File: config.mk
export PLATFORM = sky130hd
export DESIGN_NAME = ghash_gf128_hash
export DESIGN_NICKNAME = d
export VERILOG_FILES = /design/src/hdl/ghash_pkg.sv /design/src/hdl/ghash_mult.sv /design/src/hdl/ghash_gf128_hash.sv
export SDC_FILE = /design/constraint.sdc
export NUM_CORES = 2
export LEC_CHECK = 0
export BUFFER_PORTS_ARGS = -buffer_cell sky130_fd_sc_hd__buf_2
export CORE_UTILIZATION = 49
export DETAILED_ROUTE_END_ITERATION = 8
export HOLD_SLACK_MARGIN = 0.08
export PLACE_DENSITY = 0.71
export SETUP_SLACK_MARGIN = 0.1
export SYNTH_ARGS = -nofsm -noshare
export SYNTH_HDL_FRONTEND = slang
export SYNTH_SLANG_ARGS = --single-unit
File: constraint.sdc
create_clock -name i_clk -period 12 [get_ports i_clk]
set_clock_uncertainty 0.1 [all_clocks]
set_input_delay 0 -clock i_clk [delete_from_list [all_inputs] [get_ports i_clk]]
set_output_delay 0 -clock i_clk [all_outputs]
set_load 0.03 [all_outputs]
File: src/hdl/ghash_pkg.sv
// Shared types, constants and helper functions for the GHASH block.
package ghash_pkg;

    localparam int unsigned BLOCK_W  = 128;
    localparam int unsigned WORD_W   = 64;
    localparam int unsigned COUNT_W  = 61;
    localparam int unsigned NBYTES_W = 5;
    localparam int unsigned BLOCK_BYTES = 16;

    localparam logic [7:0] RED_BYTE = 8'he1;

    typedef enum logic [1:0] {
        CMD_AAD    = 2'd0,
        CMD_TEXT   = 2'd1,
        CMD_FINISH = 2'd2
    } t_cmd;

    typedef enum logic [1:0] {
        CFG_KEY_HIGH = 2'd0,
        CFG_KEY_LOW  = 2'd1
    } t_cfg_index;

    typedef enum logic [1:0] {
        ST_IDLE = 2'd0,
        ST_MUL  = 2'd1,
        ST_EMIT = 2'd2
    } t_state;

    typedef struct packed {
        logic start;
    } t_mul_ctrl;

    typedef struct packed {
        logic done;
    } t_mul_status;

    // Keeps the leading n bytes of a block, n saturated at sixteen.
    function automatic logic [BLOCK_W-1:0] byte_mask(input logic [NBYTES_W-1:0] n);
        logic [BLOCK_W-1:0] m;
        m = '0;
        for (int b = 0; b < BLOCK_BYTES; b++) begin
            if (n > NBYTES_W'(b)) begin
                m[BLOCK_W-1-8*b -: 8] = 8'hff;
            end
        end
        return m;
    endfunction

endpackage

File: src/hdl/ghash_mult.sv
// Digit-serial GF(2^128) multiplier that consumes DIGIT_BITS bits of X per cycle.
module ghash_mult
    import ghash_pkg::*;
#(
    parameter int unsigned DIGIT_BITS = 4
) (
    input  logic               i_clk,
    input  logic               i_rst_n,
    input  t_mul_ctrl          i_ctrl,
    input  logic [BLOCK_W-1:0] i_x,
    input  logic [BLOCK_W-1:0] i_h,
    output t_mul_status        o_status,
    output logic [BLOCK_W-1:0] o_z
);

    localparam int unsigned NSTEP = (BLOCK_W + DIGIT_BITS - 1) / DIGIT_BITS;
    localparam int unsigned CNT_W = $clog2(NSTEP + 1);

    logic [BLOCK_W-1:0] r_x, n_x;
    logic [BLOCK_W-1:0] r_v, n_v;
    logic [BLOCK_W-1:0] r_z, n_z;
    logic [CNT_W-1:0]   r_cnt;
    logic               r_busy;
    logic               r_done;

    always_comb begin
        logic [BLOCK_W-1:0] v;
        logic [BLOCK_W-1:0] z;
        logic               lsb;
        v = r_v;
        z = r_z;
        for (int d = 0; d < DIGIT_BITS; d++) begin
            if (r_x[BLOCK_W-1-d]) begin
                z = z ^ v;
            end
            lsb = v[0];
            v = v >> 1;
            if (lsb) begin
                v[BLOCK_W-1 -: 8] = v[BLOCK_W-1 -: 8] ^ RED_BYTE;
            end
        end
        n_v = v;
        n_z = z;
        n_x = r_x << DIGIT_BITS;
    end

    always_ff @(posedge i_clk) begin
        if (!i_rst_n) begin
            r_busy <= 1'b0;
            r_done <= 1'b0;
            r_cnt  <= '0;
        end else begin
            r_done <= 1'b0;
            if (i_ctrl.start) begin
                r_busy <= 1'b1;
                r_cnt  <= CNT_W'(NSTEP);
            end else if (r_busy) begin
                r_cnt <= r_cnt - CNT_W'(1);
                if (r_cnt == CNT_W'(1)) begin
                    r_busy <= 1'b0;
                    r_done <= 1'b1;
                end
            end
        end
    end

    always_ff @(posedge i_clk) begin
        if (i_ctrl.start) begin
            r_x <= i_x;
            r_v <= i_h;
            r_z <= '0;
        end else if (r_busy) begin
            r_x <= n_x;
            r_v <= n_v;
            r_z <= n_z;
        end
    end

    assign o_status.done = r_done;
    assign o_z           = r_z;

endmodule

File: src/hdl/ghash_gf128_hash.sv
// GHASH over GF(2^128) for GCM: accumulator, byte counts, sequencer and output register.
//
// Each AAD or text word with a nonzero byte count is zero-padded, folded into the
// accumulator and multiplied by the hash key H in a shared digit-serial multiplier
// that consumes DIGIT_BITS bits of the accumulator per cycle, and the block takes no new
// word until the multiply is done. A finish word folds in the 64-bit AAD and text bit
// lengths, runs the same multiply, places the hash in the output register and clears
// the accumulator and both counts. Words with a byte count of zero and unknown
// commands are accepted and do nothing. The output register lets a new word start
// while a digest waits to be taken. The user must write the key through the
// configuration port only while the block is idle; the block does not enforce it.
module ghash_gf128_hash
    import ghash_pkg::*;
#(
    parameter int unsigned DIGIT_BITS = 4
) (
    input  logic                i_clk,
    input  logic                i_rst_n,

    input  logic                i_cfg_valid,
    output logic                o_cfg_ready,
    input  logic [1:0]          i_cfg_index,
    input  logic [WORD_W-1:0]   i_cfg_data,

    input  logic                i_valid,
    output logic                o_ready,
    input  logic [1:0]          i_command,
    input  logic [WORD_W-1:0]   i_block_high,
    input  logic [WORD_W-1:0]   i_block_low,
    input  logic [NBYTES_W-1:0] i_byte_count,

    output logic                o_valid,
    input  logic                i_ready,
    output logic [WORD_W-1:0]   o_digest_high,
    output logic [WORD_W-1:0]   o_digest_low
);

    t_state              r_state, n_state;
    logic [BLOCK_W-1:0]  r_acc;
    logic [COUNT_W-1:0]  r_aad_bytes;
    logic [COUNT_W-1:0]  r_text_bytes;
    logic [WORD_W-1:0]   r_key_high;
    logic [WORD_W-1:0]   r_key_low;
    logic                r_finish;
    logic                r_out_valid;
    logic [WORD_W-1:0]   r_digest_high;
    logic [WORD_W-1:0]   r_digest_low;

    logic                accept;
    logic [NBYTES_W-1:0] nbytes;
    logic                data_word;
    logic                finish_word;
    logic [BLOCK_W-1:0]  mul_x;
    logic                out_free;
    logic                emit;
    t_mul_ctrl           mul_ctrl;
    t_mul_status         mul_status;
    logic [BLOCK_W-1:0]  mul_z;

    assign accept   = i_valid && o_ready;
    assign nbytes   = (i_byte_count > NBYTES_W'(BLOCK_BYTES)) ? NBYTES_W'(BLOCK_BYTES)
                                                             : i_byte_count;
    assign out_free = !r_out_valid || i_ready;

    always_comb begin
        data_word   = 1'b0;
        finish_word = 1'b0;
        mul_x       = r_acc;
        case (t_cmd'(i_command))
            CMD_AAD, CMD_TEXT: begin
                data_word = (nbytes != '0);
                mul_x     = r_acc ^ ({i_block_high, i_block_low} & byte_mask(nbytes));
            end
            CMD_FINISH: begin
                finish_word = 1'b1;
                mul_x       = r_acc ^ {r_aad_bytes, 3'b000, r_text_bytes, 3'b000};
            end
            default: begin
                data_word   = 1'b0;
                finish_word = 1'b0;
            end
        endcase
    end

    always_comb begin
        n_state = r_state;
        case (r_state)
            ST_IDLE: begin
                if (accept && (data_word || finish_word)) begin
                    n_state = ST_MUL;
                end
            end
            ST_MUL: begin
                if (mul_status.done) begin
                    n_state = r_finish ? ST_EMIT : ST_IDLE;
                end
            end
            ST_EMIT: begin
                if (out_free) begin
                    n_state = ST_IDLE;
                end
            end
            default: begin
                n_state = ST_IDLE;
            end
        endcase
    end

    always_comb begin
        o_ready        = 1'b0;
        mul_ctrl.start = 1'b0;
        emit           = 1'b0;
        case (r_state)
            ST_IDLE: begin
                o_ready        = 1'b1;
                mul_ctrl.start = i_valid && (data_word || finish_word);
            end
            ST_MUL: begin
                o_ready = 1'b0;
            end
            ST_EMIT: begin
                emit = out_free;
            end
            default: begin
                o_ready = 1'b0;
            end
        endcase
    end

    ghash_mult #(
        .DIGIT_BITS (DIGIT_BITS)
    ) u_mult (
        .i_clk    (i_clk),
        .i_rst_n  (i_rst_n),
        .i_ctrl   (mul_ctrl),
        .i_x      (mul_x),
        .i_h      ({r_key_high, r_key_low}),
        .o_status (mul_status),
        .o_z      (mul_z)
    );

    always_ff @(posedge i_clk) begin
        if (!i_rst_n) begin
            r_state      <= ST_IDLE;
            r_acc        <= '0;
            r_aad_bytes  <= '0;
            r_text_bytes <= '0;
            r_key_high   <= '0;
            r_key_low    <= '0;
            r_finish     <= 1'b0;
            r_out_valid  <= 1'b0;
        end else begin
            r_state <= n_state;

            if (i_cfg_valid) begin
                case (t_cfg_index'(i_cfg_index))
                    CFG_KEY_HIGH: r_key_high <= i_cfg_data;
                    CFG_KEY_LOW:  r_key_low  <= i_cfg_data;
                    default: begin
                        r_key_high <= r_key_high;
                    end
                endcase
            end

            if (accept && (data_word || finish_word)) begin
                r_finish <= finish_word;
                if (finish_word) begin
                    r_aad_bytes  <= '0;
                    r_text_bytes <= '0;
                end else if (t_cmd'(i_command) == CMD_AAD) begin
                    r_aad_bytes <= r_aad_bytes + COUNT_W'(nbytes);
                end else begin
                    r_text_bytes <= r_text_bytes + COUNT_W'(nbytes);
                end
            end

            if (r_state == ST_MUL && mul_status.done) begin
                r_acc <= mul_z;
            end else if (emit) begin
                r_acc <= '0;
            end

            if (emit) begin
                r_out_valid <= 1'b1;
            end else if (i_ready) begin
                r_out_valid <= 1'b0;
            end
        end
    end

    always_ff @(posedge i_clk) begin
        if (emit) begin
            r_digest_high <= r_acc[BLOCK_W-1 -: WORD_W];
            r_digest_low  <= r_acc[WORD_W-1:0];
        end
    end

    assign o_cfg_ready   = 1'b1;
    assign o_valid       = r_out_valid;
    assign o_digest_high = r_digest_high;
    assign o_digest_low  = r_digest_low;

endmodule
Word-level counts from Yosys, hierarchy flattened

Cells that the tools add are included.
Widths: inputs -> output; s select.

$add $sub $neg: 3
Magnitude comparators: 17
Eq/ne operators: 10
Muxes and demuxes: 70
Bitwise gates (word level): 13
Reductions and logical operators: 23

Operators by type and width:

| kind                | count |
|---|---|
| $mux 128            | 10 |
| $xor 128x128->128   | 6 |
| $mux 8              | 36 |
| $pmux 128 s2        | 1 |
| $mux 61             | 4 |
| $and 128x128->128   | 1 |
| $add 61x5->61       | 2 |
| $gt 5x4->1 const B  | 8 |
| $gt 5x3->1 const B  | 4 |
| $not 3->4           | 4 |
| $mux 6              | 2 |
| $mux 1              | 11 |
| $gt 5x1->1 const B  | 2 |
| $gt 5x2->1 const B  | 2 |
| $mux 2              | 4 |
| $reduce_and 2->1    | 4 |
| $reduce_bool 2->1   | 4 |
| $eq 2x1->1 const B  | 3 |
| $eq 6x1->1 const B  | 1 |
| $logic_not 2->1     | 3 |
| $ne 2x2->1 const B  | 3 |
| $pmux 2 s3          | 1 |
| $sub 6x1->6 const B | 1 |
| $gt 5x5->1 const B  | 1 |
| 11 further kinds    | 18 |

Register bits: 902
Bits of input ports: 206

Logic depth before layout (Yosys ltp)

Word-level depth: 10
Gate-level depth with buffers: 12

Hierarchy

From an unflattened synthesis, not the netlist that was laid out.

Cell total of the unflattened synthesis: 4336
Area, all modules: 42957.4 µm²

By module, submodules not included:

| module           | times used | cells each | area an instance (µm²) | sequential area each (µm²) |
|---|---|---|---|---|
| ghash_mult       | 1          | 2113       | 21754.6                | 10410.0 |
| ghash_gf128_hash | 1          | 2223       | 21202.8                | 11491.0 |

Worst setup path after synthesis

No wires, ideal clock.

Kind: input to register
Start point: in i_byte_count[4]
End point: reg u_mult.r_v[0] (enable)
Library setup time: 1.957 ns
Arrival: 5.801 ns
Data required time: 9.943 ns
Path slack: 4.142 ns
Cell stages on the path: 8
Buffers on the path: 4
Cells stage by stage: buf_2 or3_1 o21a_1 nand2_1 buf_2 buf_2 buf_1 nand2_1

Cells in the longest elaborated chain, start to end: 8

Ends and longest elaborated chain:

| what                          | line                    | source |
|---|---|---|
| start, declared               | ghash_gf128_hash.sv:30  | `input logic [NBYTES_W-1:0] i_byte_count,` |
| $gt 5x5->1                    | ghash_gf128_hash.sv:61  | `assign nbytes = (i_byte_count > NBYTES_W'(BLOCK_BYTES)) ? NBYTES_W'(BLOCK_BYTES)` |
| $mux 5 *                      | ghash_gf128_hash.sv:61  |  |
| $reduce_bool 5->1 *           | ghash_gf128_hash.sv:71  | `data_word = (nbytes != '0);` |
| $mux 1 *                      | ghash_gf128_hash.sv:69  | `case (t_cmd'(i_command))` |
| $logic_or 1x1->1 *            | ghash_gf128_hash.sv:116 | `mul_ctrl.start = i_valid && (data_word \|\| finish_word);` |
| $logic_and 1x1->1 *           | ghash_gf128_hash.sv:116 |  |
| $mux 1 *                      | ghash_gf128_hash.sv:113 | `case (r_state)` |
| $reduce_bool 2->1 (no line) * | --                      |  |
| end signal, assigned          | ghash_mult.sv:70        | `r_v <= i_h;` |
| end signal, assigned          | ghash_mult.sv:74        | `r_v <= n_v;` |
| end, declared                 | ghash_mult.sv:20        | `logic [BLOCK_W-1:0] r_v, n_v;` |

Every way passes the cells marked *; elsewhere a longest branch is shown, timed or not.
A chain may end at the register's enable or synchronous reset.

Worst setup path after layout

Start point: in i_command[1]
End point: reg u_mult.r_x[15], data pin

Cells in the longest elaborated chain, start to end: 7

Ends and longest elaborated chain:

| what                                          | line                    | source |
|---|---|---|
| start, declared                               | ghash_gf128_hash.sv:27  | `input logic [1:0] i_command,` |
| $eq 2x1->1 or $logic_not 2->1 (tied branches) | ghash_gf128_hash.sv:69  |  |
| $reduce_or 2->1                               | ghash_gf128_hash.sv:69  |  |
| $mux 1                                        | ghash_gf128_hash.sv:69  |  |
| $logic_or 1x1->1                              | ghash_gf128_hash.sv:116 |  |
| $logic_and 1x1->1                             | ghash_gf128_hash.sv:116 |  |
| $mux 1                                        | ghash_gf128_hash.sv:113 |  |
| $mux 128 *                                    | ghash_mult.sv:68        | `if (i_ctrl.start) begin` |
| end signal, assigned                          | ghash_mult.sv:69        | `r_x <= i_x;` |
| end signal, assigned                          | ghash_mult.sv:73        | `r_x <= n_x;` |
| end, declared                                 | ghash_mult.sv:19        | `logic [BLOCK_W-1:0] r_x, n_x;` |

Marks and branches as above.

==> impl_metrics.py <==
metrics = {
    "grt": {
        "grt_overflow": 0,
        "grt_pass1_wl_um": 188600,
        "track_usage_pct": 27.05,
        "antenna_found_initial": 2,
        "grt_max_degree": 169,
        "grt_pass1_vias": 32050,
    },
    "synthesis": {
        "synth_ff_type": "dfxtp_1",
        "synth_area_mm2": 0.04287,
        "synth-async-reset-ratio_pct": 0,
        "yosysTopAreaCell": "edfxtp_1",
        "syn_inst": 4673,
        "synth.distinct_cells": 60,
        "yosys-top-cells-area": "edfxtp_1 27%, dfxtp_1 24%, nand2_1 13%, xor2_1 8.7%, xnor2_1 6.3%",
        "syn-num-nets": 4893,
        "yosys_register_bits": 902,
        "synth_top_area_share_pct": 26.90,
        "avgSynthCellArea_um2": 9.174,
        "ys_warn_count": 0,
        "synth_edf_count": 384,
        "yosysSeqAreaShare_pct": 51.09,
    },
    "layout": {
        "fin_cells": 6317,
        "fin_nets": 5304,
        "mostFrequentLayoutCells": "1435 x nand2_1, 517 x dfxtp_1, 426 x xor2_1, 384 x edfxtp_1, 334 x buf_2",
        "nFillCells": 7386,
        "design_area_mm2": 0.05074,
        "layout_commonest_cell": "nand2_1",
        "area_growth_pct": 18.37,
        "drive_above_1_share_pct": 10.66,
    },
    "sta": {
        "timing.final.crit_period_ps": 4346,
        "finalSetupViolations": 0,
        "fmax_ghz": 0.2301,
        "tightest_slew_ps": 1169,
        "relSlewSlack_pct": 21.91,
        "slew_violations": 0,
        "fin_crit_sh_pct": 36.21,
        "rsz0062_at_grt": "false",
        "tns_ps": 0,
        "hold_slack_ps": 105.0,
        "hold_violations": 0,
    },
    "detailed_routing": {
        "drt_iter0_drc": 3613,
        "routed_wirelength_um": 123200,
        "drt-vias-per-instance": 5.485,
        "vias": 34650,
        "first_pass_iters": 7,
        "drc": 1,
        "wire_per_inst_um": 19.50,
        "ant_nets": 0,
    },
    "clock_network": {
        "insertion_delay_ps": 650,
        "cts_resized": 0,
        "cts.path.max_buffers": 3,
        "clkSinkCount": 902,
        "ctsHtreeMaxLevel": 3,
        "numCtsBuffers": 91,
        "hold_buffers": 233,
        "tritoncts": "done",
        "clk_pin_slew_worst_paths_ps": 60,
        "ctsRootBufferMaster": "clkbuf_16",
        "cts_setup_buffers": 0,
    },
    "worst_hold_path": {
        "whs_path_depth": 4,
        "hp-class": "in2reg",
    },
    "critical_path": {
        "arrival_ps": 4580,
        "end_kind": "flop",
        "crit_fanout": 119,
        "worstPathRequired_ps": 12230,
        "crit_chain": "dlygate4sd3_1, buf_2, or3_1, o21a_1, nand2_4, buf_4, buf_4, o21ai_0",
        "cpMaxStageDelayCell": "buf_4",
        "r2r_cells": 6,
        "r2r_setup_slack_ps": 7830,
        "cp_common_cell": "buf_4",
        "path_class": "in2reg",
        "slowest_delay_ps": 930,
        "startpoint_type": "input port",
    },
    "die": {
        "core_area_mm2": 0.08675,
        "die_w_um": 297.8,
        "die_area_mm2": 0.08867,
        "rows": 108,
        "ioPinCount": 337,
        "start_util_pct": 49.41,
        "die_y_um": 297.8,
    },
    "power_and_ir_drop": {
        "total_leakage_power_nw": 18.71,
        "p_per_area_mw_per_mm2": 164.4,
        "peakVddDrop_uv": 110.3,
    },
    "place": {
        "post-place-cells": 5913,
        "dpl.hpwl_um": 84210,
        "place_congestion": 0.9203,
        "placed_cell_area_mm2": 0.04524,
        "port_buffers": 335,
    },
    "outcome": {
        "violations": "design-rule violations",
        "status": "complete, but fails checks",
    },
    "job": {
        "drv_cap": 0,
    },
}
stage by stage:
stage / utilization (%) / total power, mW / worst slack [ps]
after CTS: 58.49 / 8.368 / 7762
after detailed placement: 52.15 / 5.338 / 7668
final: 58.49 / 8.344 / 7654
after global routing: 58.49 / 8.696 / 7314
after floorplan: - / 4.945 / 4142
after global placement: 52.15 / 5.301 / 7778
synthesized netlist by cell type (all sizes together), types with 65 or more instances:
| cell type | instances |
|---|---|
| clkbuf | 221 |
| buf | 65 |
| nand2 | 1438 |
| a22oi | 247 |
| nor2 | 266 |
| a21boi | 141 |
| o21ai | 159 |
| edfxtp | 384 |
| xnor2 | 307 |
| dfxtp | 518 |
| nor2b | 141 |
| xor2 | 426 |
where the power goes:
part | total [mW] | internal, mW | switching (mW) | leakage, nW
clock network | 3.00 | 1.78 | 1.21 | 1.58
registers | 3.91 | 3.59 | 0.321 | 7.68
logic | 1.44 | 0.631 | 0.809 | 9.45
final cells by class:
type / instances / area (um2) / share of cell area, %
clock inverters: 51 / 579.3 / 1.142
multi-input cells: 3467 / 19860 / 39.14
well taps: 1155 / 1445 / 2.848
repair buffers: 604 / 4298 / 8.470
inverters: 18 / 67.56 / 0.1331
flip-flops and latches: 902 / 21900 / 43.17
diodes: 2 / 5.005 / 0.009863
clock buffers: 118 / 2585 / 5.094
worst paths after layout:
path	from	to
worst max register to register	r_state[1]$_SDFFE_PN0P_	u_mult.r_x[15]$_DFFE_PP_
worst min register to register	r_key_high[12]$_SDFFE_PN0P_	r_key_high[12]$_SDFFE_PN0P_
worst min-delay path	i_cfg_data[41]	r_key_low[41]$_SDFFE_PN0P_
worst max-delay path	i_command[1]	u_mult.r_x[15]$_DFFE_PP_
per-layer routing:
layer	routed length, um	GRT usage, %	up-vias
met4	4461	10.34	0
met2	54490	40.61	1365
met1	54970	39.62	16680
met5	0	0	-
met3	9237	3.442	232
li1	-	-	16380
logic make-up after synthesis:
kind of cell | count (synthesis) | synth area share, %
AO/OA/AOI/OAI | 628 | 9.824
XOR/XNOR | 738 | 15.24
adder cells (fa/ha/maj) | 14 | 0.4436
buffers and inverters | 304 | 2.761
flip-flops | 902 | 51.09
multiplexers | 3 | 0.07005
other | 1 | 0.008748
AND/OR/NAND/NOR | 2083 | 20.57
state kept, by name, indices dropped and copies added (netlist names), 2 cells and up:
register / count
r_acc: 128
u_mult.o_z: 128
u_mult.r_v: 128
u_mult.r_x: 128
o_digest_high: 64
o_digest_low: 64
r_key_high: 64
r_key_low: 64
r_aad_bytes: 61
r_text_bytes: 61
u_mult.r_cnt: 6
r_state: 2
critical path, delay by kind of cell:
kind	cells	cell delay, ps
buf+inv	4	2700
compound gates	2	560
simple gates	2	1170
(Power assumes the default switching activity.)
